File: config.mk
export PLATFORM = sky130hd
export DESIGN_NAME = weekly_alarm_next_event_unit
export DESIGN_NICKNAME = d
export VERILOG_FILES = /design/src/sv/wane_pkg.sv /design/src/sv/wane_div.sv /design/src/sv/wane_datapath.sv /design/src/sv/wane_ctrl.sv /design/src/sv/weekly_alarm_next_event_unit.sv
export VERILOG_INCLUDE_DIRS = /design/src /design/src/sv
export SDC_FILE = /design/constraint.sdc
export NUM_CORES = 2
export LEC_CHECK = 0
export BUFFER_PORTS_ARGS = -buffer_cell sky130_fd_sc_hd__buf_2
export CORE_AREA = 2 2 358 360
export CTS_CLUSTER_DIAMETER = 150
export DETAILED_ROUTE_END_ITERATION = 6
export DIE_AREA = 0 0 360 362
export SYNTH_ARGS = -nofsm -noshare
export SYNTH_HDL_FRONTEND = slang
export SYNTH_SLANG_ARGS = --single-unit
File: constraint.sdc
create_clock -name aclk -period 8.4 [get_ports aclk]
set_input_delay 0.42 -clock aclk [delete_from_list [all_inputs] [get_ports aclk]]
set_output_delay 0.42 -clock aclk [all_outputs]
set_load 0.02 [all_outputs]
File: src/sv/weekly_alarm_next_event_unit_macros.svh
// Assertion macros for the alarm unit.
`ifndef WEEKLY_ALARM_NEXT_EVENT_UNIT_MACROS_SVH
`define WEEKLY_ALARM_NEXT_EVENT_UNIT_MACROS_SVH
`ifndef SYNTHESIS
`define WANE_ASSERT(label, prop, msg) \
    label: assert property (@(posedge aclk) disable iff (!aresetn) (prop)) else $error(msg);
`define WANE_ASSERT_NEXT(label, ante, cons, msg) \
    label: assert property (@(posedge aclk) disable iff (!aresetn) (ante) |=> (cons)) \
        else $error(msg);
`else
`define WANE_ASSERT(label, prop, msg)
`define WANE_ASSERT_NEXT(label, ante, cons, msg)
`endif
`endif

File: src/sv/wane_pkg.sv
`default_nettype none
package wane_pkg;

    localparam logic [2:0] STATUS_INSERTED = 3'd0;
    localparam logic [2:0] STATUS_UPDATED  = 3'd1;
    localparam logic [2:0] STATUS_REMOVED  = 3'd2;
    localparam logic [2:0] STATUS_FULL     = 3'd3;
    localparam logic [2:0] STATUS_QUERY    = 3'd4;

    localparam logic OP_SET   = 1'b0;
    localparam logic OP_QUERY = 1'b1;

    localparam logic [30:0] NONE_MATCHED_MS = 31'd2073600000;
    localparam logic [30:0] MS_PER_DAY      = 31'd86400000;
    localparam logic [26:0] MIN_SCHED_RESET = 27'd60000;
    localparam logic [9:0]  MS_PER_SEC      = 10'd1000;

    typedef struct packed {
        logic        operation;
        logic [16:0] alarm_second;
        logic [6:0]  alarm_days;
        logic [19:0] repeat_secs;
        logic [26:0] now_ms;
        logic [2:0]  now_weekday;
    } wane_in_t;

    typedef struct packed {
        logic [2:0]  status;
        logic [30:0] to_go_ms;
        logic        found;
    } wane_out_t;

    typedef struct packed {
        logic [16:0] second;
        logic [6:0]  days;
        logic [19:0] interval;
    } wane_entry_t;

    typedef struct packed {
        logic load_item;
        logic scan_set;
        logic next_idx;
        logic div_start;
        logic div_day;
        logic adjust;
        logic pick;
        logic commit_set;
        logic load_out;
    } wane_cmd_t;

    typedef struct packed {
        logic op_query;
        logic last_idx;
        logic entry_ok;
        logic div_done;
        logic day_done;
        logic togo_lt_best;
        logic out_busy;
    } wane_sts_t;

    // remainder by 7 of a 6-bit value (0 to 63), by conditional subtracts
    function automatic logic [2:0] mod7(input logic [5:0] v);
        logic [5:0] r;
        r = v;
        if (r >= 6'd56) r = r - 6'd56;
        if (r >= 6'd28) r = r - 6'd28;
        if (r >= 6'd14) r = r - 6'd14;
        if (r >= 6'd7)  r = r - 6'd7;
        return r[2:0];
    endfunction

endpackage
`default_nettype wire

File: src/sv/wane_div.sv
`default_nettype none
module wane_div (
    input  wire logic        aclk,
    input  wire logic        aresetn,
    input  wire logic        start,
    input  wire logic [31:0] dividend,
    input  wire logic [30:0] divisor,
    output logic             done,
    output logic [30:0]      remainder
);
    logic [31:0] dvd_reg;
    logic [30:0] dsr_reg;
    logic [30:0] rem_reg;
    logic [4:0]  cnt_reg;
    logic        busy_reg;
    logic        done_reg;

    logic [31:0] partial;
    logic        ge;
    logic [31:0] diff;

    assign partial = {rem_reg, dvd_reg[31]};
    assign ge      = partial >= {1'b0, dsr_reg};
    assign diff    = partial - {1'b0, dsr_reg};

    always_ff @(posedge aclk) begin
        if (!aresetn) begin
            busy_reg <= 1'b0;
            done_reg <= 1'b0;
            cnt_reg  <= '0;
        end else begin
            done_reg <= 1'b0;
            if (start) begin
                busy_reg <= 1'b1;
                cnt_reg  <= '0;
            end else if (busy_reg) begin
                cnt_reg <= cnt_reg + 5'd1;
                if (cnt_reg == 5'd31) begin
                    busy_reg <= 1'b0;
                    done_reg <= 1'b1;
                end
            end
        end
    end

    // one quotient bit per cycle, restoring
    always_ff @(posedge aclk) begin
        if (start) begin
            dvd_reg <= dividend;
            dsr_reg <= divisor;
            rem_reg <= '0;
        end else if (busy_reg) begin
            dvd_reg <= {dvd_reg[30:0], ge};
            rem_reg <= ge ? diff[30:0] : partial[30:0];
        end
    end

    assign done      = done_reg;
    assign remainder = rem_reg;
endmodule
`default_nettype wire

File: src/sv/wane_datapath.sv
`default_nettype none
module wane_datapath #(
    parameter int ALARM_ENTRIES = 16
) (
    input  wire logic                aclk,
    input  wire logic                aresetn,
    input  wire wane_pkg::wane_in_t  in_data,
    input  wire logic                cfg_valid,
    input  wire logic [26:0]         cfg_data,
    input  wire wane_pkg::wane_cmd_t cmd,
    output wane_pkg::wane_sts_t      sts,
    input  wire logic                m_ready,
    output logic                     m_valid,
    output wane_pkg::wane_out_t      m_data
);
    localparam int IDX_W = (ALARM_ENTRIES > 1) ? $clog2(ALARM_ENTRIES) : 1;

    wane_pkg::wane_entry_t table_mem [ALARM_ENTRIES];
    logic [ALARM_ENTRIES-1:0] valid_reg;

    wane_pkg::wane_in_t    item_reg;
    wane_pkg::wane_entry_t rd_entry_reg;
    logic                  ent_valid_reg;
    logic [IDX_W-1:0]      idx_reg;
    logic                  match_hit_reg, free_hit_reg;
    logic [IDX_W-1:0]      match_idx_reg, free_idx_reg;
    logic [2:0]            set_status_reg;
    logic [26:0]           min_reg;
    logic [29:0]           ims_reg;
    logic                  neg_reg;
    logic [31:0]           togo_reg;
    logic [30:0]           best_reg;
    logic                  hit_reg;
    logic                  out_valid_reg;
    wane_pkg::wane_out_t   out_reg;
    logic [31:0]           day_rem_reg;
    logic [4:0]            day_cnt_reg;
    logic                  day_busy_reg;

    logic                  wr_en;
    logic [IDX_W-1:0]      wr_addr;
    wane_pkg::wane_entry_t wr_entry;

    logic [26:0] sec_ms;
    logic [29:0] ims;
    logic        neg;
    logic [26:0] mag;
    logic [31:0] div_dividend;
    logic [30:0] div_divisor;
    logic        div_done;
    logic [30:0] div_rem;
    logic [31:0] togo0, togo_next;
    logic        day_left;
    logic [5:0]  day_sum;
    logic [2:0]  target;

    assign sec_ms = 27'(rd_entry_reg.second) * 27'(wane_pkg::MS_PER_SEC);
    assign ims    = 30'(rd_entry_reg.interval) * 30'(wane_pkg::MS_PER_SEC);
    assign neg    = item_reg.now_ms > sec_ms;
    assign mag    = neg ? item_reg.now_ms - sec_ms : sec_ms - item_reg.now_ms;

    assign div_dividend = {5'd0, mag};
    assign div_divisor  = {1'b0, ims};

    wane_div u_div (
        .aclk      (aclk),
        .aresetn   (aresetn),
        .start     (cmd.div_start),
        .dividend  (div_dividend),
        .divisor   (div_divisor),
        .done      (div_done),
        .remainder (div_rem)
    );

    // fold a negative difference into the positive residue, then hold off short times
    always_comb begin
        togo0 = (neg_reg && div_rem != '0) ? {2'd0, ims_reg} - {1'b0, div_rem}
                                           : {1'b0, div_rem};
        togo_next = (togo0 < {5'd0, min_reg}) ? togo0 + {2'd0, ims_reg} : togo0;
    end

    // count whole days of now plus the time to go, one day a cycle
    assign day_left = day_rem_reg >= {1'b0, wane_pkg::MS_PER_DAY};
    assign day_sum  = {3'd0, item_reg.now_weekday} + 6'd6 + {1'b0, day_cnt_reg};
    assign target   = wane_pkg::mod7(day_sum);

    always_comb begin
        wr_en    = 1'b0;
        wr_addr  = match_hit_reg ? match_idx_reg : free_idx_reg;
        wr_entry = '{second: item_reg.alarm_second, days: item_reg.alarm_days,
                     interval: item_reg.repeat_secs};
        if (cmd.commit_set && item_reg.alarm_days != '0)
            wr_en = match_hit_reg || free_hit_reg;
    end

    always_ff @(posedge aclk) begin
        if (wr_en)
            table_mem[wr_addr] <= wr_entry;
        rd_entry_reg  <= table_mem[idx_reg];
        ent_valid_reg <= valid_reg[idx_reg];
    end

    always_ff @(posedge aclk) begin
        if (!aresetn) begin
            valid_reg     <= '0;
            min_reg       <= wane_pkg::MIN_SCHED_RESET;
            out_valid_reg <= 1'b0;
            idx_reg       <= '0;
            day_busy_reg  <= 1'b0;
        end else begin
            if (cfg_valid)
                min_reg <= cfg_data;
            if (cmd.load_item)
                idx_reg <= '0;
            else if (cmd.next_idx)
                idx_reg <= idx_reg + IDX_W'(1);
            if (cmd.commit_set) begin
                if (item_reg.alarm_days == '0) begin
                    if (match_hit_reg)
                        valid_reg[match_idx_reg] <= 1'b0;
                end else if (!match_hit_reg && free_hit_reg) begin
                    valid_reg[free_idx_reg] <= 1'b1;
                end
            end
            if (cmd.div_day)
                day_busy_reg <= 1'b1;
            else if (cmd.pick)
                day_busy_reg <= 1'b0;
            if (cmd.load_out)
                out_valid_reg <= 1'b1;
            else if (m_ready)
                out_valid_reg <= 1'b0;
        end
    end

    always_ff @(posedge aclk) begin
        if (cmd.load_item) begin
            item_reg      <= in_data;
            match_hit_reg <= 1'b0;
            free_hit_reg  <= 1'b0;
            best_reg      <= wane_pkg::NONE_MATCHED_MS;
            hit_reg       <= 1'b0;
        end
        if (cmd.scan_set) begin
            if (!match_hit_reg && ent_valid_reg &&
                rd_entry_reg.second == item_reg.alarm_second) begin
                match_hit_reg <= 1'b1;
                match_idx_reg <= idx_reg;
            end
            if (!free_hit_reg && !ent_valid_reg) begin
                free_hit_reg <= 1'b1;
                free_idx_reg <= idx_reg;
            end
        end
        if (cmd.div_start) begin
            ims_reg <= ims;
            neg_reg <= neg;
        end
        if (cmd.adjust)
            togo_reg <= togo_next;
        if (cmd.div_day) begin
            day_rem_reg <= {5'd0, item_reg.now_ms} + togo_reg;
            day_cnt_reg <= '0;
        end else if (day_busy_reg && day_left) begin
            day_rem_reg <= day_rem_reg - {1'b0, wane_pkg::MS_PER_DAY};
            day_cnt_reg <= day_cnt_reg + 5'd1;
        end
        if (cmd.pick && rd_entry_reg.days[target]) begin
            best_reg <= togo_reg[30:0];
            hit_reg  <= 1'b1;
        end
        if (cmd.commit_set) begin
            if (item_reg.alarm_days == '0)
                set_status_reg <= wane_pkg::STATUS_REMOVED;
            else if (match_hit_reg)
                set_status_reg <= wane_pkg::STATUS_UPDATED;
            else if (free_hit_reg)
                set_status_reg <= wane_pkg::STATUS_INSERTED;
            else
                set_status_reg <= wane_pkg::STATUS_FULL;
        end
        if (cmd.load_out) begin
            if (item_reg.operation == wane_pkg::OP_QUERY)
                out_reg <= '{status: wane_pkg::STATUS_QUERY, to_go_ms: best_reg,
                             found: hit_reg};
            else
                out_reg <= '{status: set_status_reg, to_go_ms: '0, found: 1'b0};
        end
    end

    assign sts.op_query     = item_reg.operation == wane_pkg::OP_QUERY;
    assign sts.last_idx     = idx_reg == IDX_W'(ALARM_ENTRIES - 1);
    assign sts.entry_ok     = ent_valid_reg && rd_entry_reg.interval != '0;
    assign sts.div_done     = div_done;
    assign sts.day_done     = day_busy_reg && !day_left;
    assign sts.togo_lt_best = togo_reg < {1'b0, best_reg};
    assign sts.out_busy     = out_valid_reg && !m_ready;

    assign m_valid = out_valid_reg;
    assign m_data  = out_reg;
endmodule
`default_nettype wire

File: src/sv/wane_ctrl.sv
`default_nettype none
module wane_ctrl (
    input  wire logic                aclk,
    input  wire logic                aresetn,
    input  wire logic                s_valid,
    output logic                     s_ready,
    input  wire wane_pkg::wane_sts_t sts,
    output wane_pkg::wane_cmd_t      cmd
);
    localparam logic [2:0] ST_IDLE   = 3'd0;
    localparam logic [2:0] ST_RD     = 3'd1;
    localparam logic [2:0] ST_EVAL   = 3'd2;
    localparam logic [2:0] ST_DIV1   = 3'd3;
    localparam logic [2:0] ST_CMP    = 3'd4;
    localparam logic [2:0] ST_DIV2   = 3'd5;
    localparam logic [2:0] ST_COMMIT = 3'd6;
    localparam logic [2:0] ST_DONE   = 3'd7;

    logic [2:0] state_reg, state_next;

    always_ff @(posedge aclk) begin
        if (!aresetn) begin
            state_reg <= ST_IDLE;
        end else begin
            state_reg <= state_next;
        end
    end

    always_comb begin
        cmd        = '0;
        state_next = state_reg;
        s_ready    = state_reg == ST_IDLE;
        case (state_reg)
            ST_IDLE: begin
                if (s_valid) begin
                    cmd.load_item = 1'b1;
                    state_next    = ST_RD;
                end
            end
            ST_RD: state_next = ST_EVAL;
            ST_EVAL: begin
                if (!sts.op_query) begin
                    cmd.scan_set = 1'b1;
                    if (sts.last_idx) begin
                        state_next = ST_COMMIT;
                    end else begin
                        cmd.next_idx = 1'b1;
                        state_next   = ST_RD;
                    end
                end else if (sts.entry_ok) begin
                    cmd.div_start = 1'b1;
                    state_next    = ST_DIV1;
                end else if (sts.last_idx) begin
                    state_next = ST_DONE;
                end else begin
                    cmd.next_idx = 1'b1;
                    state_next   = ST_RD;
                end
            end
            ST_DIV1: begin
                if (sts.div_done) begin
                    cmd.adjust = 1'b1;
                    state_next = ST_CMP;
                end
            end
            ST_CMP: begin
                if (sts.togo_lt_best) begin
                    cmd.div_day = 1'b1;
                    state_next  = ST_DIV2;
                end else if (sts.last_idx) begin
                    state_next = ST_DONE;
                end else begin
                    cmd.next_idx = 1'b1;
                    state_next   = ST_RD;
                end
            end
            ST_DIV2: begin
                if (sts.day_done) begin
                    cmd.pick = 1'b1;
                    if (sts.last_idx) begin
                        state_next = ST_DONE;
                    end else begin
                        cmd.next_idx = 1'b1;
                        state_next   = ST_RD;
                    end
                end
            end
            ST_COMMIT: begin
                cmd.commit_set = 1'b1;
                state_next     = ST_DONE;
            end
            ST_DONE: begin
                // hold until the output register frees up
                if (!sts.out_busy) begin
                    cmd.load_out = 1'b1;
                    state_next   = ST_IDLE;
                end
            end
            default: state_next = ST_IDLE;
        endcase
    end
endmodule
`default_nettype wire

File: src/sv/weekly_alarm_next_event_unit.sv
// channel | direction | handshake           | word
// s_      | in        | s_valid / s_ready   | wane_in_t: set or query item
// m_      | out       | m_valid / m_ready   | wane_out_t: status, to_go_ms, found
// cfg_    | in        | cfg_valid/cfg_ready | min_schedule_ms, 27 bits
// One item at a time; s_ready is high in idle only.
// A set reads and scans each table entry, then commits and loads the word.
// A query reads each entry, runs the modulo through the shared 32-step divider
// on each live entry with a nonzero interval, counts days on each entry that
// beats the best time, then loads the word.
// Reset clears the valid bits at once. A stalled word holds the load of the next.
`default_nettype none
`include "weekly_alarm_next_event_unit_macros.svh"
module weekly_alarm_next_event_unit #(
    parameter int ALARM_ENTRIES = 16
) (
    input  wire logic               aclk,
    input  wire logic               aresetn,
    input  wire logic               s_valid,
    output logic                    s_ready,
    input  wire wane_pkg::wane_in_t s_data,
    output logic                    m_valid,
    input  wire logic               m_ready,
    output wane_pkg::wane_out_t     m_data,
    input  wire logic               cfg_valid,
    output logic                    cfg_ready,
    input  wire logic [26:0]        cfg_data
);
    wane_pkg::wane_cmd_t cmd;
    wane_pkg::wane_sts_t sts;
    logic                answer_word;
    logic                set_word;
    logic                none_time;

    assign cfg_ready = 1'b1;

    wane_ctrl u_ctrl (
        .aclk    (aclk),
        .aresetn (aresetn),
        .s_valid (s_valid),
        .s_ready (s_ready),
        .sts     (sts),
        .cmd     (cmd)
    );

    wane_datapath #(
        .ALARM_ENTRIES (ALARM_ENTRIES)
    ) u_dp (
        .aclk      (aclk),
        .aresetn   (aresetn),
        .in_data   (s_data),
        .cfg_valid (cfg_valid),
        .cfg_data  (cfg_data),
        .cmd       (cmd),
        .sts       (sts),
        .m_ready   (m_ready),
        .m_valid   (m_valid),
        .m_data    (m_data)
    );

    assign answer_word = m_valid && m_data.status == wane_pkg::STATUS_QUERY;
    assign set_word    = m_valid && m_data.status != wane_pkg::STATUS_QUERY;
    assign none_time   = m_data.to_go_ms == wane_pkg::NONE_MATCHED_MS;

    `WANE_ASSERT_NEXT(a_one_at_a_time, s_valid && s_ready, !s_ready, "item accepted while busy")
    `WANE_ASSERT(a_none_matched, answer_word && !m_data.found |-> none_time, "no match not 24 days")
    `WANE_ASSERT(a_set_clean, set_word |-> m_data.to_go_ms == '0 && !m_data.found, "set word dirty")
endmodule
`default_nettype wire
# Word-level counts from Yosys, hierarchy flattened
# Memories as Yosys holds them, arrays and structs flattened. A register that Yosys moved wholly into a read port is not among the register bits.
# Index checks and enable logic that the tools add are counted.
# classes
reduce_logical	38
bitwise	5
muxes	77
order_cmp	15
add_sub_neg	16
multipliers	2
n_eq_ne	15
# ops
op	n
two-way mux 32 bit	4
two-way mux 31 bit	3
two-way mux 27 bit	3
subtractor 27 bit	2
two-way mux 16 bit	3
two-way mux 1 bit	42
adder 27 x 32 -> 32 bit	1
adder 32 x 30 -> 32 bit	1
>= comparator 32 x 27 -> 1 bit (second input constant)	1
>= comparator 32 x 30 -> 1 bit	1
< comparator 32 x 27 -> 1 bit	1
< comparator 32 x 31 -> 1 bit	1
subtractor 30 x 31 -> 32 bit	1
subtractor 32 x 27 -> 32 bit (second input constant)	1
nonzero test 31 bit	1
subtractor 31 x 30 -> 31 bit	1
two-way mux 3 bit	10
> comparator 27 bit	1
multiplier 20 x 7 -> 27 bit (second input constant)	1
multiplier 17 x 7 -> 24 bit (second input constant)	1
case mux 3 bit (8 select lines)	1
nonzero test 20 bit	1
two-way mux 6 bit	3
== test 17 bit	1
other kinds (44)	82
# totals
inputBits	107
elab_cells	204
register_bits	375
ram_bits	704
n_memories	1
# memory_table
memory	depth	width	rd	rd_ports_with_merged_regs	wr	line	rtl
u_dp.table_mem	16	44	1	1	1	wane_datapath.sv:18	wane_pkg::wane_entry_t table_mem [ALARM_ENTRIES];

# Logic depth before layout (Yosys ltp)
# logic_depth
ltp_word	14
depth_mapped	32
ltp_nobuf	30

# Cells and area by module
# From an unflattened synthesis, not the netlist that was laid out.
# hier_totals
hier_cells	4238
hier_area_um2	59086.7
# modules_own_cells
module	area_per_inst_um2	n_inst	cells_per_inst
wane_datapath	52978.3	1	3620
wane_div	5723.0	1	561
wane_ctrl	374.1	1	55
weekly_alarm_next_event_unit	11.3	1	2

# Worst setup path before layout
# OpenSTA, ideal clock, no wires.
# synth_timing
path_type	register -> register
startpoint	reg u_dp.item_reg[1] (netlist name)
endpoint	reg u_dp.best_reg[0], enable pin
setup_time_ps	462
arrival_time_ps	6771
stages_incl_launch_ff	28
n_path_buf	0
path_slack_ps	1167
required_time_ps	7938
cell_sequence	edfxtp_1 -> inv_1 -> ha_1 -> inv_1 -> ha_1 -> a32o_1 -> o21ai_2 -> a21boi_2 -> ha_1 -> inv_1 -> a21oi_1 -> o21a_1 -> nand2_1 -> xnor2_1 -> ha_1 -> nor2b_1 -> o211ai_1 -> o211a_1 -> nand4_1 -> and2_1 -> inv_1 -> ha_1 -> inv_1 -> o311ai_2 -> mux2i_1 -> and2_1 -> o41ai_1 -> o21ai_0
# synth_via
elab_chain_len	14
# synth_rtl
item	line	rtl
start, declared	wane_datapath.sv:21	wane_pkg::wane_in_t item_reg;
start signal, assigned	wane_datapath.sv:138	item_reg <= in_data;
adder 3 x 3 -> 4 bit (*)	wane_datapath.sv:84	assign day_sum = {3'd0, item_reg.now_weekday} + 6'd6 + {1'b0, day_cnt_reg};
adder 6 x 5 -> 6 bit (*)	wane_datapath.sv:84	
subtractor 6 bit or >= comparator 6 bit (tied branches)	wane_pkg.sv:65	if (r >= 6'd56) r = r - 6'd56;
two-way mux 6 bit (*)	wane_pkg.sv:65	
subtractor 6 x 5 -> 6 bit or >= comparator 6 x 5 -> 1 bit (tied branches)	wane_pkg.sv:66	if (r >= 6'd28) r = r - 6'd28;
two-way mux 6 bit (*)	wane_pkg.sv:66	
subtractor 6 x 4 -> 6 bit or >= comparator 6 x 4 -> 1 bit (tied branches)	wane_pkg.sv:67	if (r >= 6'd14) r = r - 6'd14;
two-way mux 6 bit (*)	wane_pkg.sv:67	
>= comparator 6 x 3 -> 1 bit or subtractor 3 bit (tied branches)	wane_pkg.sv:68	if (r >= 6'd7) r = r - 6'd7;
two-way mux 3 bit (*)	wane_pkg.sv:68	
binary-select mux 1 bit (select 3 bit) (*)	wane_datapath.sv:168	if (cmd.pick && rd_entry_reg.days[target]) begin
two-way mux 1 bit (implied by the code) (*)	wane_datapath.sv:168	
logical AND 1 bit (*)	wane_datapath.sv:168	
nonzero test 2 bit (no line) (*)	n/a	
end signal, assigned	wane_datapath.sv:141	best_reg <= wane_pkg::NONE_MATCHED_MS;
end signal, assigned	wane_datapath.sv:169	best_reg <= togo_reg[30:0];
end, declared	wane_datapath.sv:32	logic [30:0] best_reg;
# Every way passes the cells marked *; elsewhere a longest branch is shown, timed or not. The select of a mux whose other input is x is not followed.
# A chain may end at the register's enable or synchronous reset.

# Worst setup path after layout
# layout_timing
startpoint	reg, netlist name u_dp.rd_entry_reg[28]
endpoint	reg u_dp.u_div.dvd_reg[16] (data pin)
# layout_via
elab_chain_len	4
# layout_rtl
item	line	rtl
multiplier 17 x 7 -> 24 bit (*)	wane_datapath.sv:57	assign sec_ms = 27'(rd_entry_reg.second) * 27'(wane_pkg::MS_PER_SEC);
subtractor 27 bit or > comparator 27 bit (tied branches)	wane_datapath.sv:60, wane_datapath.sv:59	
two-way mux 27 bit (*)	wane_datapath.sv:60	assign mag = neg ? item_reg.now_ms - sec_ms : sec_ms - item_reg.now_ms;
two-way mux 27 bit (*)	wane_div.sv:48	if (start) begin
end signal, assigned	wane_div.sv:49	dvd_reg <= dividend;
end signal, assigned	wane_div.sv:53	dvd_reg <= {dvd_reg[30:0], ge};
end, declared	wane_div.sv:11	logic [31:0] dvd_reg;
# Every way passes the cells marked *; elsewhere a longest branch is shown, timed or not.

==> flow_summary.toml <==
[status]
outcome = "finished clean"

[global_route]
first_pass_grt_wire_length_um = 213500
globalRoute.totalOverflow = 0
vias_in_the_first_global_route = 34780
groute.usage.overall_pct = 21.53
grt_start_max_net_pins = 141
grt_antenna_before_repair = 5

[placement]
routabilityCongestion = 0.8909
placement.setup.worst_slack_ps = 477.2
buffer_ports.inserted = 143
dpl.cell_count = 5935
hpwl_um = 91550

[timing]
report.final.setup_viol = 0
worst_pin_slew_ps = 1187
slew_violations = 0
fin_worst_skew_ps = 68.78
setup_tns_ps = 0
final.min_clock_period_ps = 7822
maxSlewHeadroom_pct = 20.57
finalCritPeriodShare_pct = 93.12
rsz0062_at_grt = "false"
post-route-worst-setup-slack_ps = 577.7
finalHoldViolations = 0
clock.fmax_mhz = 127.8

[power]
p_sw_share_pct = 27.00
total_switching_power_mw = 3.701
cellInternalPower_mw = 10.00
leakage_component_of_the_power_nw = 24.13
peakVddDrop_uv = 196.5
fin_total_pwr_mw = 13.70
pwr-share-seq_pct = 45.3
cellPowerDensity_nw_per_um2 = 209.0
pwr-share-comb_pct = 15.9
clock_power_share_pct = 38.8

[detailed_routing]
detail_route.vias_per_cell = 5.525
wirelength_um = 139600
dr_total_vias = 34580
drt_first_pass_iters = 6
wl_per_cell_um = 22.31
route.antenna.remaining_nets = 0
drt_first_iter_violations = 2815
drc_errors = 0

[setup_path]
cpPeakStageDelay_ps = 560
worst_ep_required_time_ps = 8820
critical_path_arrival_ps = 8240
setup.worst_path.start = "u_dp.rd_entry_reg[28]"
cp-start-kind = "register"
crit-reg2reg-launch = "u_dp.rd_entry_reg[28]"
timing.critical_path.slowest_stage_cell = "a2111oi_0"
setup.worst_path.end_class = "register"
setup.worst_path.class = "register to register"
crit_path_max_fanout = 12

[synth]
ys_ff_latch = 1112
netlist_area_um2 = 57800
synthesis.instances = 4224
yosysWarnings = 0
ys_async_sr_fraction_pct = 0
synth_cell_types = 91
synth_area_per_cell_um2 = 13.68
synth_sequential_area_ratio_pct = 55.21
synth_fp_nets = 4815
synth-edff-count = 964
synth_ff_type = "edfxtp_1"

[finish]
final_nets = 5085
largest_register_ffs = 704
n_fill_cell = 10670
final-instance-count-excl-fill = 6259
area_growth_pct = 13.47
final_core_utilization_pct = 51.76
post_route_cells_drive_above_1_share_pct = 15.12
antennaDiodeCount = 0

[clock_tree]
clock_insertion_delay_worst_skew_ps = 760
clock_tree_from_tritoncts = "yes"
clk_pin_slew_ps = 60
clock_sinks = 1112
ctsRootBufferMaster = "clkbuf_16"
cts_setup_buffers = 0
cts-root-to-sink-buffers = 3
cts.htree.levels = 3
tritoncts.num_buffers = 117

[hold_path]
min-delay-path-class = "input pin to register"
min-delay-start = "s_valid"

[die]
floorplan.initialDensity_pct = 45.62
floorplan.rows = 131
floorplan.die_area_um2 = 130300
core_um2 = 126700
design.portCount = 145
die_w_um = 360
dieHeight_um = 362

[run]
timing.max_cap.violations = 0
## area by class of cell
cell class	instances	area, um^2	area share [%]
timing repair buffer	287	2064	3.148
multi-input combinational	2629	24200	36.90
sequential	1112	31930	48.68
tap	1662	2079	3.171
clock buffer	147	3132	4.776
inverter	347	1305	1.990
clock inverter	75	872.1	1.330
## power groups by stage
| stage | Sequential [mW] | Combinational [mW] | Clock, mW |
|---|---|---|---|
| 6_report | 6.20 | 2.18 | 5.32 |
| 5_1_grt | 6.21 | 2.42 | 5.65 |
| 4_1_cts | 6.20 | 2.17 | 5.44 |
| 3_5_place_dp | 6.32 | 2.12 | 0 |
| 3_3_place_gp | 6.32 | 2.12 | 0 |
| 2_1_floorplan | 6.26 | 1.59 | 0 |
## logic make-up after synthesis
group                      synth area share (%)
DFF                                       55.21
and+or+nand+nor                           7.501
AOI/OAI and AO/OA                         8.491
adders and majority gates                 12.21
buffers and inverters                     3.195
muxes                                     10.43
xor gates and xnor gates                  2.955
other                                  0.006488
## critical path, delay by kind of cell, from the launching register on
kind / cells / cell delay [ps]
buffers and inverters: 5 / 490
xor gates and xnor gates: 2 / 400
and+or+nand+nor: 3 / 870
DFF: 1 / 470
adders and majority gates: 6 / 2520
AOI/OAI and AO/OA: 11 / 2490
muxes: 1 / 260
## cell usage after synthesis, types with 6 or more instances
cell	n	area, um^2
nand2b_1	39	244.0
o21ai_0	224	1121
clkbuf_1	107	401.6
xor2_1	70	613.1
nor3b_1	24	180.2
nand2_1	194	728.2
a21boi_0	14	105.1
o2111ai_1	6	52.55
buf_1	14	52.55
nor4_1	13	81.33
mux2_2	17	191.4
a21o_1	67	503.0
a211oi_1	28	210.2
a31oi_1	20	125.1
o21a_1	31	232.7
nand3_1	57	285.3
or2_2	13	81.33
fa_1	133	2663
o21bai_1	32	240.2
mux2_4	15	225.2
nor2b_1	59	369.1
a31o_2	6	52.55
and3_1	25	156.4
xnor2_1	125	1095
or4_1	9	67.56
nand3b_1	9	67.56
a21oi_1	225	1126
or3_1	42	262.8
mux2i_1	50	500.5
dfxtp_1	148	2963
and2_1	63	394.1
nand4_1	27	168.9
inv_1	345	1295
o31a_1	6	52.55
mux4_2	227	5112
nor2_1	206	773.2
o31ai_1	18	135.1
o21ai_1	9	45.04
o211ai_1	22	165.2
o41ai_1	8	70.07
ha_1	351	4392
edfxtp_1	964	28950
nor3_1	61	305.3
buf_2	12	60.06
## cells in the final DEF (no fill, tap or decap), types with 32 or more instances in the layout
master / synthesis / routed
nand2b_1: 39 / 39
nor3_1: 61 / 61
mux2i_1: 50 / 50
nor2b_1: 59 / 57
nand3_1: 57 / 57
buf_4: 1 / 41
buf_2: 12 / 143
ha_1: 351 / 351
o21ai_0: 224 / 222
or3_1: 42 / 42
clkbuf_16: 0 / 118
nor2_1: 206 / 190
xor2_1: 70 / 70
nand2_1: 194 / 194
and2_1: 63 / 62
fa_1: 133 / 133
xnor2_1: 125 / 125
mux4_2: 227 / 227
edfxtp_1: 964 / 964
dfxtp_1: 148 / 143
a21oi_1: 225 / 225
o21bai_1: 32 / 32
a21o_1: 67 / 67
dlygate4sd3_1: 0 / 102
inv_1: 345 / 343
## final timing paths
kind,cells after the start,slack (ps),to
worst min register to register,2,450,u_dp.hit_reg
worst max-delay path,28,580,u_dp.u_div.dvd_reg[16]
worst min-delay path,3,100,u_ctrl.state_reg[0]
worst max register to register,28,580,u_dp.u_div.dvd_reg[16]
## metal layers
layer	up-vias	GRT usage (%)	share of wire [%]
met4	2	5.627	2.1
met3	147	2.868	4.9
met1	17230	30.28	45
met5	-	0	0.013
li1	16360	-	-
met2	840	35.39	48
## stage by stage
step | hold WS (ps) | cell area, um^2
after floorplan | 416.7 | 57800
after global placement | 428.7 | 60550
after detailed placement | 438.6 | 60550
after CTS | 45.37 | 65580
after global routing | 102.0 | 65580
final | 95.65 | 65580
## repair_timing
action | 4_1_cts | 5_1_grt
hold buffers | 102 | 0
endpoints found under the setup margin | 0 | 5
resized for setup | 0 | 1
endpoints found under the hold margin | 102 | 0
Note: power is estimated with default switching activity, not from simulation.
